## config.mk

```make
export PLATFORM = sky130hd
export DESIGN_NAME = stepper_step_pulse_generator_core
export DESIGN_NICKNAME = d
export VERILOG_FILES = /design/src/rtl/core/stpg_pkg.sv /design/src/rtl/core/stepper_step_pulse_generator_core.sv /design/src/rtl/core/stpg_delay_map.sv /design/src/rtl/core/stpg_step_ctrl.sv
export SDC_FILE = /design/constraint.sdc
export NUM_CORES = 2
export LEC_CHECK = 0
export BUFFER_PORTS_ARGS = -buffer_cell sky130_fd_sc_hd__clkbuf_2
export CORE_MARGIN = 2
export CORE_UTILIZATION = 68
export CTS_BUF_LIST = sky130_fd_sc_hd__clkbuf_16
export DETAILED_ROUTE_END_ITERATION = 10
export PLACE_DENSITY = 0.84
export SLEW_MARGIN = 20
export SYNTH_ARGS = -nofsm -noshare
export SYNTH_HDL_FRONTEND = slang
export SYNTH_HIERARCHICAL = 1
export SYNTH_SLANG_ARGS = --single-unit
```

## constraint.sdc

```tcl
create_clock -name i_clk -period 35.4 [get_ports i_clk]
set_input_delay 5.31 -clock i_clk [delete_from_list [all_inputs] [get_ports i_clk]]
set_output_delay 5.31 -clock i_clk [all_outputs]
set_load 0.03 [all_outputs]
```

## src/rtl/core/stpg_pkg.sv

```systemverilog
// shared types and constants for the stepper step pulse generator
package stpg_pkg;

    localparam int DELAY_CFG_W = 16;
    localparam int DELAY_W     = 17;
    localparam int PROD_W      = 24;
    localparam int RECIP_W     = 26;
    localparam int RECIP_SHIFT = 32;
    localparam int IN_TDATA_W  = 80;
    localparam int OUT_TDATA_W = 40;
    localparam int APB_ADDR_W  = 3;
    localparam int APB_DATA_W  = 32;

    // request kinds carried on tuser
    localparam logic REQ_VELOCITY = 1'b0;
    localparam logic REQ_TARGET   = 1'b1;

    // register select, paddr[2]
    localparam logic REG_MIN_DELAY = 1'b0;
    localparam logic REG_MAX_DELAY = 1'b1;

    // ceil(2^32 / 127) and ceil(2^32 / 255), exact for products below 2^24
    localparam logic [RECIP_W-1:0] RECIP_VEL = 26'd33818641;
    localparam logic [RECIP_W-1:0] RECIP_TGT = 26'd16843010;

    typedef struct packed {
        logic               req_type;
        logic signed [7:0]  velocity;
        logic [7:0]         speed;
        logic signed [31:0] target_position;
        logic [31:0]        now_us;
    } t_item;

    typedef struct packed {
        logic               step_pulse;
        logic               direction;
        logic signed [31:0] position;
    } t_res;

endpackage

```

## src/rtl/core/stepper_step_pulse_generator_core.sv

```systemverilog
// Step/direction pulse generator core. Each input beat is one service call with the
// current microsecond time; each produces exactly one result beat with the step flag,
// the held direction level and the step position. The block accepts one beat per clock
// unless the output stalls; each result passes five registers: an input register, the
// speed-times-span multiplier, the reciprocal multiplier that divides by 127 or 255, the
// delay offset stage and the output register. A result held by m_axis_tready low freezes
// every stage and drops s_axis_tready until it leaves. Only the last stage touches the
// position and step-time state, so beats may follow each other in consecutive cycles.
// The user must write min_delay and max_delay through the APB port only while no beat is
// in flight; the block itself does not enforce this.
module stepper_step_pulse_generator_core
    import stpg_pkg::*;
(
    input  logic                   i_clk,
    input  logic                   i_rst_n,
    input  logic                   s_axis_tvalid,
    output logic                   s_axis_tready,
    // velocity[7:0], speed[15:8], target_position[47:16], now_us[79:48]
    input  logic [IN_TDATA_W-1:0]  s_axis_tdata,
    // req_type
    input  logic                   s_axis_tuser,
    output logic                   m_axis_tvalid,
    input  logic                   m_axis_tready,
    // step_pulse[0], direction[1], position[33:2], zero fill above
    output logic [OUT_TDATA_W-1:0] m_axis_tdata,
    input  logic                   psel,
    input  logic                   penable,
    input  logic                   pwrite,
    input  logic [APB_ADDR_W-1:0]  paddr,
    input  logic [APB_DATA_W-1:0]  pwdata,
    output logic [APB_DATA_W-1:0]  prdata,
    output logic                   pready
);

    logic                   en;
    logic                   cfg_wr;
    logic [DELAY_CFG_W-1:0] r_min_delay;
    logic [DELAY_CFG_W-1:0] r_max_delay;
    logic                   r_in_valid;
    t_item                  r_in;
    t_item                  s_item;
    logic                   d_valid;
    t_item                  d_item;
    logic [DELAY_W-1:0]     d_delay;
    t_res                   res;
    logic signed [31:0]     cur_pos;
    logic                   r_out_valid;
    t_res                   r_out;

    assign en            = !r_out_valid || m_axis_tready;
    assign s_axis_tready = en;
    assign pready        = 1'b1;
    assign cfg_wr        = psel && penable && pwrite;

    always_comb begin
        s_item.req_type        = s_axis_tuser;
        s_item.velocity        = s_axis_tdata[7:0];
        s_item.speed           = s_axis_tdata[15:8];
        s_item.target_position = s_axis_tdata[47:16];
        s_item.now_us          = s_axis_tdata[79:48];
    end

    always_comb begin
        case (paddr[2])
            REG_MIN_DELAY: prdata = {{(APB_DATA_W-DELAY_CFG_W){1'b0}}, r_min_delay};
            REG_MAX_DELAY: prdata = {{(APB_DATA_W-DELAY_CFG_W){1'b0}}, r_max_delay};
            default:       prdata = '0;
        endcase
    end

    always_ff @(posedge i_clk) begin
        if (!i_rst_n) begin
            r_min_delay <= '0;
            r_max_delay <= '1;
        end else if (cfg_wr) begin
            case (paddr[2])
                REG_MIN_DELAY: r_min_delay <= pwdata[DELAY_CFG_W-1:0];
                REG_MAX_DELAY: r_max_delay <= pwdata[DELAY_CFG_W-1:0];
                default: ;
            endcase
        end
    end

    always_ff @(posedge i_clk) begin
        if (!i_rst_n) begin
            r_in_valid  <= 1'b0;
            r_out_valid <= 1'b0;
        end else if (en) begin
            r_in_valid  <= s_axis_tvalid;
            r_out_valid <= d_valid;
        end
    end

    always_ff @(posedge i_clk) begin
        if (en) begin
            r_in  <= s_item;
            r_out <= res;
        end
    end

    stpg_delay_map u_delay_map (
        .i_clk       (i_clk),
        .i_rst_n     (i_rst_n),
        .i_en        (en),
        .i_valid     (r_in_valid),
        .i_item      (r_in),
        .i_min_delay (r_min_delay),
        .i_max_delay (r_max_delay),
        .o_valid     (d_valid),
        .o_item      (d_item),
        .o_delay     (d_delay)
    );

    stpg_step_ctrl u_step_ctrl (
        .i_clk   (i_clk),
        .i_rst_n (i_rst_n),
        .i_en    (en),
        .i_valid (d_valid),
        .i_item  (d_item),
        .i_delay (d_delay),
        .o_res   (res),
        .o_pos   (cur_pos)
    );

    assign m_axis_tvalid = r_out_valid;
    assign m_axis_tdata  = {{(OUT_TDATA_W-34){1'b0}}, r_out.position,
                            r_out.direction, r_out.step_pulse};

`ifndef SYNTHESIS
    a_step_moves_one: assert property (@(posedge i_clk) disable iff (!i_rst_n)
        (en && d_valid && res.step_pulse) |=>
        (cur_pos == $past(cur_pos) + 32'sd1) || (cur_pos == $past(cur_pos) - 32'sd1))
        else $error("step did not move position by one");

    a_hold_without_step: assert property (@(posedge i_clk) disable iff (!i_rst_n)
        (!(en && d_valid && res.step_pulse)) |=> cur_pos == $past(cur_pos))
        else $error("position changed without a step");

    a_dir_matches_move: assert property (@(posedge i_clk) disable iff (!i_rst_n)
        (d_valid && res.step_pulse) |->
        (res.direction == (res.position == cur_pos + 32'sd1)))
        else $error("direction level disagrees with step");
`endif

endmodule

```

## src/rtl/core/stpg_delay_map.sv

```systemverilog
// three-stage map from velocity or speed input to step delay
module stpg_delay_map
    import stpg_pkg::*;
(
    input  logic                   i_clk,
    input  logic                   i_rst_n,
    input  logic                   i_en,
    input  logic                   i_valid,
    input  t_item                  i_item,
    input  logic [DELAY_CFG_W-1:0] i_min_delay,
    input  logic [DELAY_CFG_W-1:0] i_max_delay,
    output logic                   o_valid,
    output t_item                  o_item,
    output logic [DELAY_W-1:0]     o_delay
);

    logic [8:0]             vel_ext;
    logic [8:0]             vel_mag;
    logic [8:0]             mult_m;
    logic [16:0]            span;
    logic                   span_neg;
    logic [15:0]            span_abs;
    logic [24:0]            prod_a;
    logic [RECIP_W-1:0]     recip;
    logic [49:0]            prod_b;
    logic [17:0]            sum_c;
    logic [17:0]            dif_c;
    logic [DELAY_W-1:0]     n_delay;

    logic                   r_a_valid;
    t_item                  r_a_item;
    logic                   r_a_neg;
    logic [PROD_W-1:0]      r_p;
    logic                   r_b_valid;
    t_item                  r_b_item;
    logic                   r_b_neg;
    logic [DELAY_W-1:0]     r_q;
    logic                   r_c_valid;
    t_item                  r_c_item;
    logic [DELAY_W-1:0]     r_delay;

    // magnitude times span
    always_comb begin
        vel_ext  = {i_item.velocity[7], i_item.velocity};
        vel_mag  = i_item.velocity[7] ? (~vel_ext + 9'd1) : vel_ext;
        mult_m   = (i_item.req_type == REQ_TARGET) ? {1'b0, i_item.speed} : vel_mag;
        span     = {1'b0, i_max_delay} - {1'b0, i_min_delay};
        span_neg = span[16];
        span_abs = span_neg ? 16'(~span + 17'd1) : span[15:0];
        prod_a   = mult_m * span_abs;
    end

    // divide by 127 or 255 through reciprocal
    always_comb begin
        recip  = (r_a_item.req_type == REQ_TARGET) ? RECIP_TGT : RECIP_VEL;
        prod_b = r_p * recip;
    end

    // offset by min delay, clamp at zero
    always_comb begin
        sum_c = {2'b00, i_min_delay} + {1'b0, r_q};
        dif_c = {2'b00, i_min_delay} - {1'b0, r_q};
        if (r_b_neg) begin
            n_delay = dif_c[17] ? '0 : dif_c[DELAY_W-1:0];
        end else begin
            n_delay = sum_c[DELAY_W-1:0];
        end
    end

    always_ff @(posedge i_clk) begin
        if (!i_rst_n) begin
            r_a_valid <= 1'b0;
            r_b_valid <= 1'b0;
            r_c_valid <= 1'b0;
        end else if (i_en) begin
            r_a_valid <= i_valid;
            r_b_valid <= r_a_valid;
            r_c_valid <= r_b_valid;
        end
    end

    always_ff @(posedge i_clk) begin
        if (i_en) begin
            r_a_item <= i_item;
            r_a_neg  <= span_neg;
            r_p      <= prod_a[PROD_W-1:0];
            r_b_item <= r_a_item;
            r_b_neg  <= r_a_neg;
            r_q      <= prod_b[RECIP_SHIFT+DELAY_W-1:RECIP_SHIFT];
            r_c_item <= r_b_item;
            r_delay  <= n_delay;
        end
    end

    assign o_valid = r_c_valid;
    assign o_item  = r_c_item;
    assign o_delay = r_delay;

endmodule

```

## src/rtl/core/stpg_step_ctrl.sv

```systemverilog
// step decision and position, direction and step time state
module stpg_step_ctrl
    import stpg_pkg::*;
(
    input  logic               i_clk,
    input  logic               i_rst_n,
    input  logic               i_en,
    input  logic               i_valid,
    input  t_item              i_item,
    input  logic [DELAY_W-1:0] i_delay,
    output t_res               o_res,
    output logic signed [31:0] o_pos
);

    logic               r_dir;
    logic signed [31:0] r_pos;
    logic [31:0]        r_last;
    logic               n_dir;
    logic signed [31:0] n_pos;
    logic [31:0]        elapsed;
    logic               due;
    logic               fire;
    logic               fwd;

    always_comb begin
        elapsed = i_item.now_us - r_last;
        due     = elapsed >= {{(32-DELAY_W){1'b0}}, i_delay};
        case (i_item.req_type)
            REQ_VELOCITY: begin
                fire = (i_item.velocity != 8'sd0) && due;
                fwd  = !i_item.velocity[7];
            end
            REQ_TARGET: begin
                fire = (i_item.target_position != r_pos) && due;
                fwd  = i_item.target_position > r_pos;
            end
            default: begin
                fire = 1'b0;
                fwd  = 1'b0;
            end
        endcase
        n_dir = fire ? fwd : r_dir;
        if (!fire) begin
            n_pos = r_pos;
        end else if (fwd) begin
            n_pos = r_pos + 32'sd1;
        end else begin
            n_pos = r_pos - 32'sd1;
        end
    end

    always_ff @(posedge i_clk) begin
        if (!i_rst_n) begin
            r_dir  <= 1'b0;
            r_pos  <= '0;
            r_last <= '0;
        end else if (i_en && i_valid) begin
            r_dir <= n_dir;
            r_pos <= n_pos;
            if (fire) begin
                r_last <= i_item.now_us;
            end
        end
    end

    assign o_res = '{step_pulse: fire, direction: n_dir, position: n_pos};
    assign o_pos = r_pos;

endmodule
```

After elaboration in Yosys (flattened, before gate mapping):

Cells that the tools add are included.

* flip-flop bits (word level): 496
* input bits: 123
* output and inout port bits: 75
* logic and storage cells: 76

* add/subtract/negate cells: 8
* multipliers: 2
* $lt $le $gt $ge: 2
* equal/unequal tests: 1
* muxes and demuxes: 12
* bitwise logic cells: 4
* reductions and logical operators: 12

Operators by type and width (count)
* $mux 32: 2
* $pmux 32 s2: 1
* $mul 24x26->49: 1
* $mux 17: 2
* $add 32x2->32 const B: 1
* $ge 32x17->1: 1
* $gt 32x32->1: 1
* $ne 32x32->1: 1
* $sub 32x2->32 const B: 1
* $sub 32x32->32: 1
* $mux 26: 1
* $mul 9x16->24: 1
* $mux 9: 2
* $sub 16x17->18: 1
* $add 16x17->17: 1
* $sub 16x16->17: 1
* $add 16x1->16 const B: 1
* $mux 16: 1
* $not 16->16: 1
* $add 9x1->9 const B: 1
* $not 9->9: 1
* $reduce_bool 8->1: 1
* $reduce_and 2->1: 3
* $logic_and 1x1->1: 5
* 5 further kinds: 8

Logic depth before layout (Yosys ltp):

* depth in word-level cells: 5
* depth in mapped cells: 34
* depth with buffers taken out: 33

Modules after synthesis:

Netlist, hierarchy kept.

Modules (own cells, without submodules)
* stpg_delay_map: instances 1, cells an instance 2125, area an instance 23973.0 µm², seq. area each 9158.8 µm²
* stpg_step_ctrl: instances 1, cells an instance 1072, area an instance 7727.4 µm², seq. area each 1301.2 µm²
* stepper_step_pulse_generator_core: instances 1, cells an instance 308, area an instance 5066.1 µm², seq. area each 4134.0 µm²

Least setup slack after synthesis:

Ideal clock, no wire load.

* path kind: input port to output port
* from: input m_axis_tready
* to: output s_axis_tready
* data arrival time: 15.663 ns
* data required time: 30.090 ns
* setup slack: 14.427 ns
* stages: 1
* buffers on the path: 0
* path through: nand2b_1

* longest elaborated chain between the ends: 1

RTL lines
* start: declaration: RTL line stepper_step_pulse_generator_core.sv:23 `input logic m_axis_tready,`
* $logic_or 1x1->1: RTL line stepper_step_pulse_generator_core.sv:50 `assign en = !r_out_valid || m_axis_tready;`
* end: declaration: RTL line stepper_step_pulse_generator_core.sv:17 `output logic s_axis_tready,`

No other way between the ends.

Worst setup path after layout:

* from: input paddr[2]
* to: output prdata[2]

* longest elaborated chain between the ends: 2

RTL lines
* start: declaration: RTL line stepper_step_pulse_generator_core.sv:29 `input logic [APB_ADDR_W-1:0] paddr,`
* $not 1->1: RTL line stepper_step_pulse_generator_core.sv:64 `case (paddr[2])`
* $pmux 32 s2 *: RTL line stepper_step_pulse_generator_core.sv:64
* end: declaration: RTL line stepper_step_pulse_generator_core.sv:31 `output logic [APB_DATA_W-1:0] prdata,`

Mark *: on every way between the ends. The rest lies on a longest branch, timed or not. The select of a mux whose other input is x is not followed.

==> summary.md <==
| Metric | Value |
|---|---|
| Top achievable clock speed | 0.0857 GHz |
| Nets | 4437 |
| WL final | 80700 um |
| RSZ-0062 raised after global routing | no |
| Full die area | 54900 um^2 |
| Total GRT Usage | 30.1% |
| Setup Buffers After CTS | 0 |
| DR iter-0 viols | 2196 |
| Routed vias/inst | 5.91 |
| Max transition margin | 22.0% |
| Clock transition at the registers of the reported paths | 0.06 ns |
| Most frequent cells in the layout | inv_1 (497), ha_1 (413), edfxtp_1 (394), nand2_1 (283), a21oi_1 (227) |
| Final setup margin | 23.73 ns |
| Via count | 26100 |
| IO Port Bufs | 156 |
| Critical path class | primary input to output pin |
| Arr. time, crit path | 6.36 ns |
| Clock Latency Late Sink | 0.59 ns |
| Clock buffer count from CTS | 50 |
| Worst-Margin Slew | 1.16 ns |
| Area Growth Syn to Fin | 8.69% |
| CTS sink count | 496 |
| Clock skew | 0.0220 ns |
| Area of the multi-input gates | 20000 um^2 |
| Initial antenna violation count | 2 |
| Critical path fanouts, max | 19 |
| Worst setup SP type | primary input |
| DRC Markers | 0 |
| Final critical-path required period | 11.67 ns |
| Hold buffers post-CTS | 0 |
| Wire length per cell | 18.3 um |
| Post-route ant nets | 0 |
| Setup violators final | 0 |
| # rows | 84 |
| TNS Setup | 0 ns |
| Die width | 234 um |
| Die Y | 234 um |
| Final hold vios | 0 |
| Yosys warning total | 6 |
| Max Cap Viol | 0 |
| Initial core utilization | 68.7% |
| Num ports | 198 |
| Share of layout cells above drive strength 1 | 8.22% |
| RePlAce Congestion | 0.973 |
| Hold WC Path Type | flip-flop to flip-flop |
| Final Instance Area | 39200 um^2 |
| Total gr overflow | 0 |
| CP required | 30.09 ns |
| H-Tree Depth | 2 |
| Largest net degree at the start of global routing | 185 |
| First-pass GRT wire length | 130000 um |
| Fin crit share | 33.0% |
| Placed Area | 37500 um^2 |
| Finished Core Util | 74.7% |
| Vias in the first global route | 26000 |
| Router iterations before antenna repair | 6 |
| Max-slew violations | 0 |
| Root buffer cell | clkbuf_16 |
| Mapped cell area | 36000 um^2 |
| CTS max path bufs | 3 |
| Flip-flop and latch area | 13900 um^2 |
| Fill cell count | 3512 |
| # resized after CTS | 0 |
| Post-synthesis instance total | 3481 |
| CP endpoint kind | output pin |
| Syn Area/Cell | 10.4 um^2 |
| Most common cell after layout, fill and taps aside | inv_1 |
| HPWL after DPL | 59600 um |
| Outcome | finished, final reports clean |
| Place WS | 23.76 ns |
| Core ar. | 52400 um^2 |
| CTS tree | done |
==> per-layer routing <==
metal / track usage [%] / routed length (um) / vias to the layer above
li1: - / - / 12300
met1: 38.6 / 32600 / 12600
met2: 51.9 / 40100 / 976
met3: 4.12 / 4920 / 197
met4: 11.9 / 3120 / 0
met5: 0 / 0 / -
==> critical path, stage by stage <==
cell and delay [ns]:
clkbuf_2 0.39, mux2_2 0.45, clkbuf_2 0.20
==> registers in the layout, summed over array words and instances (netlist names), 16 cells and up <==
signal	flops
u_delay_map/o_item	73
u_delay_map/o_delay	17
u_step_ctrl/r_last	32
m_axis_tdata	34
r_max_delay	16
u_delay_map/r_q	17
u_step_ctrl/o_pos	32
r_in	81
u_delay_map/r_a_item	73
r_min_delay	16
u_delay_map/r_p	24
u_delay_map/r_b_item	73
==> metrics by stage <==
stage                     cells  hold slack [ns]
after floorplan            3590            0.400
final                      4414            0.409
after detailed placement   4316            0.405
after global placement     4316            0.401
after CTS                  4410            0.412
after global routing       4413            0.414
==> area by class of cell <==
cell class / instances / share of cell area (%)
Inverter: 488 / 4.68
Clock inverter: 42 / 0.910
Antenna cell: 4 / 0.0255
Multi-Input combinational cell: 2468 / 51.1
Sequential cell: 496 / 35.4
Clock buffer: 52 / 3.32
Tap cell: 688 / 2.20
Timing Repair Buffer: 176 / 2.41
==> final timing paths <==
path / from / to / slack, ns / depth (start not counted)
worst max-delay path: paddr[2] / prdata[2] / 23.73 / 3
worst min-delay path: u_delay_map/r_b_item[8] / u_delay_map/o_item[8] / 0.41 / 0
worst max register to register: r_min_delay[1] / u_delay_map/r_p[23] / 26.59 / 29
worst min register to register: u_delay_map/r_b_item[8] / u_delay_map/o_item[8] / 0.41 / 0
Power is left out: the tool's default activity adds up to more than one toggle a clock period on the data nets, which glitch-free logic cannot reach.
